<file path="src/hw/rtl/wss_pkg.sv">
package wss_pkg;

  localparam int PATTERN_MAX_DEF = 16;
  localparam int MAX_TEXT_DEF    = 65535;

  localparam int CFG_INDEX_W = 3;
  localparam int CFG_DATA_W  = 64;
  localparam int PLEN_W      = 5;
  localparam int INDEX_W     = 16;
  localparam int QUEUE_DEPTH = 2;

  localparam logic [CFG_INDEX_W-1:0] REG_PATTERN_LOW    = 3'd0;
  localparam logic [CFG_INDEX_W-1:0] REG_PATTERN_HIGH   = 3'd1;
  localparam logic [CFG_INDEX_W-1:0] REG_PATTERN_LENGTH = 3'd2;
  localparam logic [CFG_INDEX_W-1:0] REG_SEARCH_START   = 3'd3;
  localparam logic [CFG_INDEX_W-1:0] REG_SEARCH_END     = 3'd4;
  localparam logic [CFG_INDEX_W-1:0] REG_END_IS_LENGTH  = 3'd5;

  typedef struct packed {
    logic               found;
    logic [INDEX_W-1:0] match_index;
  } result_t;

endpackage

</file>
<file path="src/hw/rtl/windowed_substring_search.sv">
// Accepts one text byte per cycle with no gaps between texts.
// The result for a text is pushed into the result queue when its last byte is
// accepted and is offered on the master side from there; a two-entry result queue
// lets the input keep running while a result waits. Bytes stall only when both
// queue entries are held. Synchronous reset clears the configuration to its
// defaults, the stream state and the result queue.
module windowed_substring_search #(
  parameter int PATTERN_MAX = wss_pkg::PATTERN_MAX_DEF,
  parameter int MAX_TEXT    = wss_pkg::MAX_TEXT_DEF
) (
  input  logic                            clk,
  input  logic                            rst,
  input  logic                            cfg_we,
  input  logic [wss_pkg::CFG_INDEX_W-1:0] cfg_index,
  input  logic [wss_pkg::CFG_DATA_W-1:0]  cfg_data,
  input  logic                            s_axis_tvalid,
  output logic                            s_axis_tready,
  input  logic [7:0]                      s_axis_tdata,  // [7:0] text_byte
  input  logic                            s_axis_tlast,
  output logic                            m_axis_tvalid,
  input  logic                            m_axis_tready,
  output logic [15:0]                     m_axis_tdata,  // [15:0] match_index
  output logic                            m_axis_tuser   // [0] found
);
  import wss_pkg::*;

  logic    queue_full;
  logic    res_push;
  result_t res;
  result_t head;

  wss_front #(
    .PATTERN_MAX (PATTERN_MAX),
    .MAX_TEXT    (MAX_TEXT)
  ) u_front (
    .clk        (clk),
    .rst        (rst),
    .cfg_we     (cfg_we),
    .cfg_index  (cfg_index),
    .cfg_data   (cfg_data),
    .byte_valid (s_axis_tvalid),
    .byte_ready (s_axis_tready),
    .text_byte  (s_axis_tdata),
    .is_last    (s_axis_tlast),
    .queue_full (queue_full),
    .res_push   (res_push),
    .res        (res)
  );

  wss_queue u_queue (
    .clk       (clk),
    .rst       (rst),
    .push      (res_push),
    .push_data (res),
    .full      (queue_full),
    .out_valid (m_axis_tvalid),
    .out_ready (m_axis_tready),
    .out_data  (head)
  );

  assign m_axis_tdata = head.match_index;
  assign m_axis_tuser = head.found;

endmodule

</file>
<file path="src/hw/rtl/wss_front.sv">
module wss_front #(
  parameter int PATTERN_MAX = 16,
  parameter int MAX_TEXT    = 65535
) (
  input  logic                                clk,
  input  logic                                rst,
  input  logic                                cfg_we,
  input  logic [wss_pkg::CFG_INDEX_W-1:0]     cfg_index,
  input  logic [wss_pkg::CFG_DATA_W-1:0]      cfg_data,
  input  logic                                byte_valid,
  output logic                                byte_ready,
  input  logic [7:0]                          text_byte,
  input  logic                                is_last,
  input  logic                                queue_full,
  output logic                                res_push,
  output wss_pkg::result_t                    res
);
  import wss_pkg::*;

  localparam int POS_W = $clog2(MAX_TEXT + 1);
  localparam int CMP_W = (POS_W > INDEX_W + 1) ? POS_W : INDEX_W + 1;

  function automatic logic [7:0] pattern_byte(input logic [127:0] pat, input int k);
    if (k >= 0 && k < 16) begin
      return pat[8*k +: 8];
    end
    return 8'h00;
  endfunction

  logic [63:0]          pattern_low;
  logic [63:0]          pattern_high;
  logic [PLEN_W-1:0]    pattern_length;
  logic [INDEX_W-1:0]   search_start;
  logic [INDEX_W-1:0]   search_end;
  logic                 end_is_length;

  logic [7:0]           window [PATTERN_MAX];
  logic [7:0]           window_next [PATTERN_MAX];
  logic [POS_W-1:0]     pos;
  logic [POS_W-1:0]     pos_next;
  logic                 overflow;
  logic                 overflow_next;
  logic                 seen;
  logic                 seen_next;
  logic [INDEX_W-1:0]   first;
  logic [INDEX_W-1:0]   first_next;

  logic [PATTERN_MAX-1:0] byte_eq;
  logic                 at_max;
  logic                 plen_ok;
  logic                 long_enough;
  logic                 win_match;
  logic                 take;
  logic                 ok;
  logic [CMP_W-1:0]     len_ext;
  logic [CMP_W-1:0]     plen_ext;
  logic [CMP_W-1:0]     start_ext;
  logic [CMP_W-1:0]     sstart_ext;
  logic [CMP_W-1:0]     end_ext;
  logic                 accept;

  assign byte_ready = !queue_full;
  assign accept     = byte_valid && byte_ready;

  always_ff @(posedge clk) begin
    if (rst) begin
      pattern_low    <= '0;
      pattern_high   <= '0;
      pattern_length <= '0;
      search_start   <= '0;
      search_end     <= '0;
      end_is_length  <= 1'b1;
    end else if (cfg_we) begin
      unique case (cfg_index)
        REG_PATTERN_LOW:    pattern_low    <= cfg_data;
        REG_PATTERN_HIGH:   pattern_high   <= cfg_data;
        REG_PATTERN_LENGTH: pattern_length <= cfg_data[PLEN_W-1:0];
        REG_SEARCH_START:   search_start   <= cfg_data[INDEX_W-1:0];
        REG_SEARCH_END:     search_end     <= cfg_data[INDEX_W-1:0];
        REG_END_IS_LENGTH:  end_is_length  <= cfg_data[0];
        default: ;
      endcase
    end
  end

  always_comb begin
    window_next[0] = text_byte;
    for (int i = 1; i < PATTERN_MAX; i++) begin
      window_next[i] = window[i-1];
    end
  end

  always_comb begin
    at_max        = pos >= POS_W'(MAX_TEXT);
    overflow_next = overflow || at_max;
    pos_next      = at_max ? pos : pos + POS_W'(1);

    len_ext     = CMP_W'(pos_next);
    plen_ext    = CMP_W'(pattern_length);
    sstart_ext  = CMP_W'(search_start);
    start_ext   = len_ext - plen_ext;
    plen_ok     = (pattern_length != '0) && (int'(pattern_length) <= PATTERN_MAX);
    long_enough = len_ext >= plen_ext;

    for (int j = 0; j < PATTERN_MAX; j++) begin
      byte_eq[j] = (j >= int'(pattern_length)) ||
                   (window_next[j] == pattern_byte({pattern_high, pattern_low},
                                                   int'(pattern_length) - 1 - j));
    end
    win_match = plen_ok && long_enough && (&byte_eq);

    take = !overflow_next && !seen && win_match && (start_ext >= sstart_ext) &&
           (start_ext <= CMP_W'({INDEX_W{1'b1}}));
    seen_next  = seen || take;
    first_next = take ? start_ext[INDEX_W-1:0] : first;

    end_ext = end_is_length ? len_ext : CMP_W'(search_end);
    ok = !overflow_next && plen_ok && long_enough && (sstart_ext <= start_ext) &&
         (end_ext <= len_ext) && seen_next && (CMP_W'(first_next) <= end_ext);

    res.found       = ok;
    res.match_index = ok ? first_next : '0;
    res_push        = accept && is_last;
  end

  always_ff @(posedge clk) begin
    if (accept) begin
      for (int i = 0; i < PATTERN_MAX; i++) begin
        window[i] <= window_next[i];
      end
    end
  end

  always_ff @(posedge clk) begin
    if (rst) begin
      pos      <= '0;
      overflow <= 1'b0;
      seen     <= 1'b0;
      first    <= '0;
    end else if (accept) begin
      if (is_last) begin
        pos      <= '0;
        overflow <= 1'b0;
        seen     <= 1'b0;
        first    <= '0;
      end else begin
        pos      <= pos_next;
        overflow <= overflow_next;
        seen     <= seen_next;
        first    <= first_next;
      end
    end
  end

endmodule

</file>
<file path="src/hw/rtl/wss_queue.sv">
module wss_queue (
  input  logic             clk,
  input  logic             rst,
  input  logic             push,
  input  wss_pkg::result_t push_data,
  output logic             full,
  output logic             out_valid,
  input  logic             out_ready,
  output wss_pkg::result_t out_data
);
  import wss_pkg::*;

  localparam int PTR_W = $clog2(QUEUE_DEPTH);
  localparam int CNT_W = $clog2(QUEUE_DEPTH + 1);

  result_t            entries [QUEUE_DEPTH];
  logic [PTR_W-1:0]   wr_ptr;
  logic [PTR_W-1:0]   rd_ptr;
  logic [CNT_W-1:0]   count;
  logic               pop;
  logic               do_push;

  assign full      = count == CNT_W'(QUEUE_DEPTH);
  assign out_valid = count != '0;
  assign out_data  = entries[rd_ptr];
  assign pop       = out_valid && out_ready;
  assign do_push   = push && !full;

  always_ff @(posedge clk) begin
    if (do_push) begin
      entries[wr_ptr] <= push_data;
    end
  end

  always_ff @(posedge clk) begin
    if (rst) begin
      wr_ptr <= '0;
      rd_ptr <= '0;
      count  <= '0;
    end else begin
      if (do_push) begin
        wr_ptr <= (wr_ptr == PTR_W'(QUEUE_DEPTH - 1)) ? '0 : wr_ptr + PTR_W'(1);
      end
      if (pop) begin
        rd_ptr <= (rd_ptr == PTR_W'(QUEUE_DEPTH - 1)) ? '0 : rd_ptr + PTR_W'(1);
      end
      case ({do_push, pop})
        2'b10:   count <= count + CNT_W'(1);
        2'b01:   count <= count - CNT_W'(1);
        default: count <= count;
      endcase
    end
  end

endmodule
</file>
<file path="config.mk">
export PLATFORM = sky130hd
export DESIGN_NAME = windowed_substring_search
export DESIGN_NICKNAME = d
export VERILOG_FILES = /design/src/hw/rtl/wss_pkg.sv /design/src/hw/rtl/windowed_substring_search.sv /design/src/hw/rtl/wss_front.sv /design/src/hw/rtl/wss_queue.sv
export SDC_FILE = /design/constraint.sdc
export NUM_CORES = 1
export LEC_CHECK = 0
export BUFFER_PORTS_ARGS = -buffer_cell sky130_fd_sc_hd__buf_2
export CAP_MARGIN = 20
export CORE_UTILIZATION = 60
export CTS_BUF_LIST = sky130_fd_sc_hd__clkbuf_16
export DETAILED_ROUTE_END_ITERATION = 7
export HOLD_SLACK_MARGIN = 0.12
export PLACE_DENSITY = 0.79
export RECOVER_POWER = 100
export SLEW_MARGIN = 0
export SYNTH_ARGS = -nofsm -noshare
export SYNTH_HDL_FRONTEND = slang
export SYNTH_SLANG_ARGS = --single-unit
</file>
<file path="constraint.sdc">
create_clock -name clk -period 16.2 [get_ports clk]
set_input_delay 4.86 -clock clk [delete_from_list [all_inputs] [get_ports clk]]
set_output_delay 4.86 -clock clk [all_outputs]
set_load 0.005 [all_outputs]
</file>
# Yosys cells after proc, flatten, opt, wreduce, memory -nomap -nowiden
# Memory sizes are Yosys's and may differ from the RTL's. A register that Yosys moved wholly into a read port is not among the register bits.
# Index checks and enable logic that the tools add are counted.
# classes
add_sub_neg,22
n_mul,0
n_div,0
order_cmp,56
eq_ne,24
shift,16
muxes,65
bitwise,0
n_reduce_logical,65
# op_table
cell,n
128-bit by 32-bit variable part select with 8-bit output,16
"32-bit by 1-bit greater-or-equal comparator with 1-bit output, second input constant",16
"32-bit by 6-bit less-than comparator with 1-bit output, second input constant",16
8-bit two-way mux,32
"32-bit by 5-bit subtractor with 32-bit output, second input constant",8
8-bit equality test,16
"32-bit by 4-bit subtractor with 32-bit output, second input constant",4
16-bit two-way mux,6
"32-bit by 3-bit subtractor with 32-bit output, second input constant",2
"4-bit by 5-bit greater-or-equal comparator with 1-bit output, first input constant",8
16-bit by 17-bit <= comparator with 1-bit output,2
1-bit logical AND,33
"32-bit by 2-bit subtractor with 32-bit output, second input constant",1
1-bit two-way mux,26
"3-bit by 5-bit greater-or-equal comparator with 1-bit output, first input constant",4
1-bit logical OR,18
17-bit by 16-bit greater-or-equal comparator with 1-bit output,1
17-bit by 16-bit <= comparator with 1-bit output,1
"17-bit by 16-bit <= comparator with 1-bit output, second input constant",1
16-bit by 5-bit subtractor with 17-bit output,1
"16-bit by 1-bit adder with 16-bit output, second input constant",1
"16-bit greater-or-equal comparator, second input constant",1
16-bit by 5-bit greater-or-equal comparator with 1-bit output,1
16-bit AND reduction,1
18 further kinds,32
# word_totals
ff_bits,204
latchBits,0
ramBits,162
mem_bits_ro,0
input_bits,81
out_inout_bits,19
elab_cells,263
memories,2
# memory_table
memory,words,width,read_ports,rd_ports_with_merged_regs,wr,line_no,rtl
u_front.window,16,8,15,0,16,wss_front.sv:37,logic [7:0] window [PATTERN_MAX];
u_queue.entries,2,17,1,1,1,wss_queue.sv:16,result_t entries [QUEUE_DEPTH];

# Logic depth before layout (Yosys ltp)
# logic_depth
depth_word,17
depth_mapped,50
ltp_nobuf,43

# Modules after synthesis
# Synthesis repeated with hierarchy kept, for this count alone.
# unflattened
cells_unflattened,3089
area_unflattened_um2,27615.2
# modules_own_cells
mod,instances,cells_per_inst,area_per_inst_um2,seq_area_each_um2
wss_front,1,3010,26166.3,7607.3
wss_queue,1,79,1448.9,1121.1

# Worst setup path before layout
# No wires, ideal clock.
# synth_path
path_kind,flip-flop to flip-flop
from,reg u_front.pattern_length[0]
to,"mem u_queue.entries[0][10] (netlist bit), data pin"
setup_ps,157
arrival_ps,10437
t_required_ps,16043
path_slack_ps,5605
path_stages_with_launch,48
path_buffers,11
synth_period_minus_slack_ps,10595
cell_sequence,dfxtp_1 > buf_4 > inv_2 > buf_1 > clkbuf_1 > clkbuf_1 > buf_1 > ha_1 > xor2_2 > clkbuf_1 > ha_1 > clkbuf_1 > nand2_1 > nand2_1 > inv_1 > ha_1 > o21ai_0 > ha_1 > [12 not listed] > buf_2 > mux2_2 > ha_1 > nor2b_1 > o21a_1 > o21a_1 > o21a_1 > o21a_1 > o21a_1 > o21ai_0 > nand2b_1 > a21oi_1 > o21ai_0 > a221o_1 > a211o_1 > buf_1 > clkbuf_1 > a21oi_1
# synth_lines
item,line_no,rtl
"start, declared",wss_front.sv:32,logic [PLEN_W-1:0] pattern_length;
"start signal, assigned",wss_front.sv:77,REG_PATTERN_LENGTH: pattern_length <= cfg_data[PLEN_W-1:0];
"end, declared",wss_queue.sv:16,

==> Implementation_results.wiki <==
{| class="wikitable"
! Metric !! Value
|-
| Number of library cell types mapped by synthesis || 100
|-
| GRT Overall Usage || 43.3%
|-
| Violations in the final reports || max-capacitance violations, max-slew violations
|-
| Setup-violating endpoint count in the final report || 0
|-
| Proportion of synthesized chip area in sequential cells || 29.8%
|-
| Hold EP || u_front.search_start[1]
|-
| Die X || 223 um
|-
| P_leak || 0.0108 uW
|-
| First-pass GRT wire length || 160000 um
|-
| Worst slack at placement || 5780 ps
|-
| CP startpoint || u_front.pattern_length[1]
|-
| Yosys synthesis warning count || 0
|-
| Transition at the pin with the smallest max-transition slack || 4570 ps
|-
| Area growth syn-to-layout || 7.02%
|-
| Number of gates given a new drive strength after cts || 0
|-
| Largest delay contributor family on the critical path || compound AO/OA/AOI/OAI gates
|-
| Initial core utilization || 61.0%
|-
| Number of max-slew violations in the final report || 568
|-
| Fraction of registers with async set or reset after synthesis || 0%
|-
| Normalized max-slew margin || -204%
|-
| Hold buffers post-CTS || 0
|-
| Comb power frac || 20.8%
|-
| Post-route setup slack || 3730 ps
|-
| Count of mapped cells out of synthesis || 3258
|-
| Hold Startpoint || u_front.search_start[1]
|-
| Pin count of the biggest net entering global routing || 109
|-
| Average cell area after synthesis || 8.98 um2
|-
| Number of buffers added for setup after CTS || 0
|-
| Net count of the mapped netlist || 3507
|-
| Number of placement rows || 80
|-
| Maximum level of the CTS H-tree || 2
|-
| Setup skew after layout || 37.5 ps
|-
| Required time of the critical path || 16620 ps
|-
| Count of flip-flops with a built-in enable after synthesis || 154
|-
| Number of buffers created by CTS || 41
|-
| Placeable Area || 0.0479 mm2
|-
| Placed Cells || 3808
|-
| Max Clk Rate || 80.2 MHz
|-
| Input/output buffers || 99
|-
| Most used DFF post-synth || sky130_fd_sc_hd__dfxtp_1
|-
| Layout cell share with drive strength beyond 1 || 14.1%
|-
| Routed len/inst || 28.1 um
|-
| Seq cells post-synth || 359
|-
| Via count of the routed design || 27549
|-
| Power density over the cells || 84.9 mW/mm2
|-
| I/O pin count || 100
|-
| Max stage delay on crit path || 1390 ps
|-
| Vias per cell || 7.09
|-
| Highest fanout seen on the critical path || 50
|-
| Final cell count without fillers || 3884
|-
| Aggregate negative setup slack || 0 ps
|-
| Power Internal || 1810 uW
|-
| Worst R2R End || u_queue.entries[1][4]
|-
| Hold Violations, Final || 0
|-
| Data arrival time of the critical path || 12890 ps
|-
| Final net count || 3486
|-
| Die area || 0.0496 mm2
|-
| Clock input transition at the sequential cells of the worst setup and hold paths || 60 ps
|-
| Standard cell with the maximum stage delay on the critical path || sky130_fd_sc_hd__clkbuf_1
|-
| Chip height || 223 um
|-
| Root buffer selected by CTS || sky130_fd_sc_hd__clkbuf_16
|-
| Type of element launching the critical path || register
|-
| Critical path capture point type || register
|-
| Seq pwr share || 43.6%
|-
| Cell Area, Synth || 0.0292 mm2
|-
| Net Sw Power || 851 uW
|-
| Worst path buffer plus inverter count || 6
|-
| Total length of routed wires || 109000 um
|-
| GPL Wtd Cong || 1.03
|-
| Number of buffers between clock root and the deepest sink || 3
|-
| Unrepaired setup endpoints after global routing || false
|-
| VDD IR-drop max || 0.0863 mV
|-
| DRC || 0
|-
| Drt first-iter violations || 4139
|-
| Hold Path Class || register to register
|-
| Status || complete, but fails checks
|-
| Cell count of the worst hold path || 2
|-
| Final period util || 77.0%
|-
| Worst-Skew Late Latency || 600 ps
|-
| Initial antenna violation count || 5
|-
| Pre-antenna DRT Iters || 6
|-
| Switching share of power || 32.0%
|-
| R2R Setup Slk || 3730 ps
|-
| Number of routed nets with antenna violations || 0
|-
| Max_cap viols || 8
|-
| Source of the worst register-to-register timing path || u_front.pattern_length[1]
|-
| Leftover overflow at the end of global routing || 0
|-
| Number of clock sinks seen by CTS || 359
|-
| Fin crit period || 12470 ps
|-
| Number of global-route vias before repair || 25148
|-
| Worst hold margin || 456 ps
|-
| DP Wirelength || 82700 um
|-
| Reg2reg path depth || 41
|-
| TritonCTS clock tree || yes
|-
| Crit path kind || register to register
|-
| Clock share of power || 35.6%
|}
==> flip-flops by register name, summed over array words and instances (netlist names), named ones only <==
register	count
u_front.window	120
u_front.pattern_high	64
u_front.pattern_low	64
u_queue.entries	34
u_front.first	16
u_front.pos	16
u_front.search_end	16
u_front.search_start	16
u_front.pattern_length	5
u_queue.count	2
u_front.end_is_length	1
u_front.overflow	1
u_front.seen	1
u_queue.rd_ptr	1
u_queue.wr_ptr	1
==> tightest hold or removal path, cell delays in order, from the launching register on <==
cell and delay [ps]:
sky130_fd_sc_hd__dfxtp_1 310, sky130_fd_sc_hd__nand2_1 50, sky130_fd_sc_hd__a21oi_1 50
==> cell usage after synthesis (15+ instances only) <==
cell type / number / area, um2
sky130_fd_sc_hd__a22oi_1: 24 / 180
sky130_fd_sc_hd__xor2_1: 35 / 307
sky130_fd_sc_hd__buf_2: 52 / 260
sky130_fd_sc_hd__nand2b_1: 38 / 238
sky130_fd_sc_hd__a21oi_1: 309 / 1550
sky130_fd_sc_hd__nor2_1: 185 / 694
sky130_fd_sc_hd__dfxtp_1: 205 / 4100
sky130_fd_sc_hd__and3_1: 23 / 144
sky130_fd_sc_hd__nor3_1: 68 / 340
sky130_fd_sc_hd__ha_1: 167 / 2090
sky130_fd_sc_hd__mux2_2: 115 / 1290
sky130_fd_sc_hd__inv_1: 106 / 398
sky130_fd_sc_hd__mux2i_1: 232 / 2320
sky130_fd_sc_hd__a31oi_1: 30 / 188
sky130_fd_sc_hd__nand2_1: 498 / 1870
sky130_fd_sc_hd__nor4_1: 21 / 131
sky130_fd_sc_hd__nor2b_1: 31 / 194
sky130_fd_sc_hd__clkbuf_1: 129 / 484
sky130_fd_sc_hd__edfxtp_1: 154 / 4620
sky130_fd_sc_hd__nand4_1: 29 / 181
sky130_fd_sc_hd__a211oi_1: 27 / 203
sky130_fd_sc_hd__and2_1: 15 / 93.8
sky130_fd_sc_hd__mux4_2: 115 / 2590
sky130_fd_sc_hd__o22ai_1: 26 / 163
sky130_fd_sc_hd__nor4b_1: 20 / 175
sky130_fd_sc_hd__nor4bb_1: 23 / 230
sky130_fd_sc_hd__nand3_1: 39 / 195
sky130_fd_sc_hd__o21ai_0: 168 / 841
sky130_fd_sc_hd__xnor2_1: 62 / 543
sky130_fd_sc_hd__o21a_1: 23 / 173
==> cell families after synthesis <==
logic type / count (synthesis) / share of synthesized area (%)
DFF: 359 / 29.8
buffers and inverters: 322 / 4.61
adders and majority gates: 168 / 7.21
and+or+nand+nor: 1089 / 18.1
xor gates and xnor gates: 101 / 3.23
muxes: 468 / 21.5
AOI/OAI and AO/OA: 751 / 15.5
==> metal layers <==
metal	vias up	track usage (%)	part of all wire [%]
met5	-	0	0
met4	0	23.6	6.1
met3	294	10.9	12
met2	1820	62.6	42
met1	13381	59.3	40
li1	12054	-	-
==> stage by stage <==
step / area (um2) / power, uW / utilization (%)
final: 31300 / 2660 / 65.3
after global routing: 31300 / 2730 / 65.3
after CTS: 31400 / 2640 / 65.4
after floorplan: 29200 / 1500 / -
after global placement: 30000 / 1680 / 62.6
after detailed placement: 30000 / 1700 / 62.6
==> cell usage in the layout, fill, tap and decap left out, drive strengths merged, types with 121 or more instances in the layout <==
master	count
a21oi	309
nand2	498
buf	125
mux2	121
nor2	186
ha	167
mux2i	232
edfxtp	154
dfxtp	205
o21ai	171
==> final cells by class <==
type                    instances  area, um2
multi-input cells            2577      19200
fillers                      3964      16600
flip-flops and latches        359       8730
clock buffers                  42       1050
repair buffers                147        807
well taps                     615        769
inverters                     111        419
clock inverters                31        293
diodes                          2       5.00
==> power by group through the flow <==
stage                     logic, uW  registers (uW)  clock network, uW
after floorplan                 384            1120                  0
after CTS                       543            1140                949
after detailed placement        540            1160                  0
final                           553            1160                947
after global routing            589            1160                977
after global placement          522            1160                  0
==> worst max path at each step <==
stage	end	cells after the start
2_1_floorplan	u_queue.entries[0][10]	47
5_1_grt	u_queue.entries[1][16]	41
4_1_cts	u_queue.entries[0][2]	40
3_5_place_dp	u_queue.entries[0][2]	40
6_report	u_queue.entries[1][4]	41
3_3_place_gp	u_queue.entries[0][5]	40
Note: power is estimated with default switching activity, not from simulation.
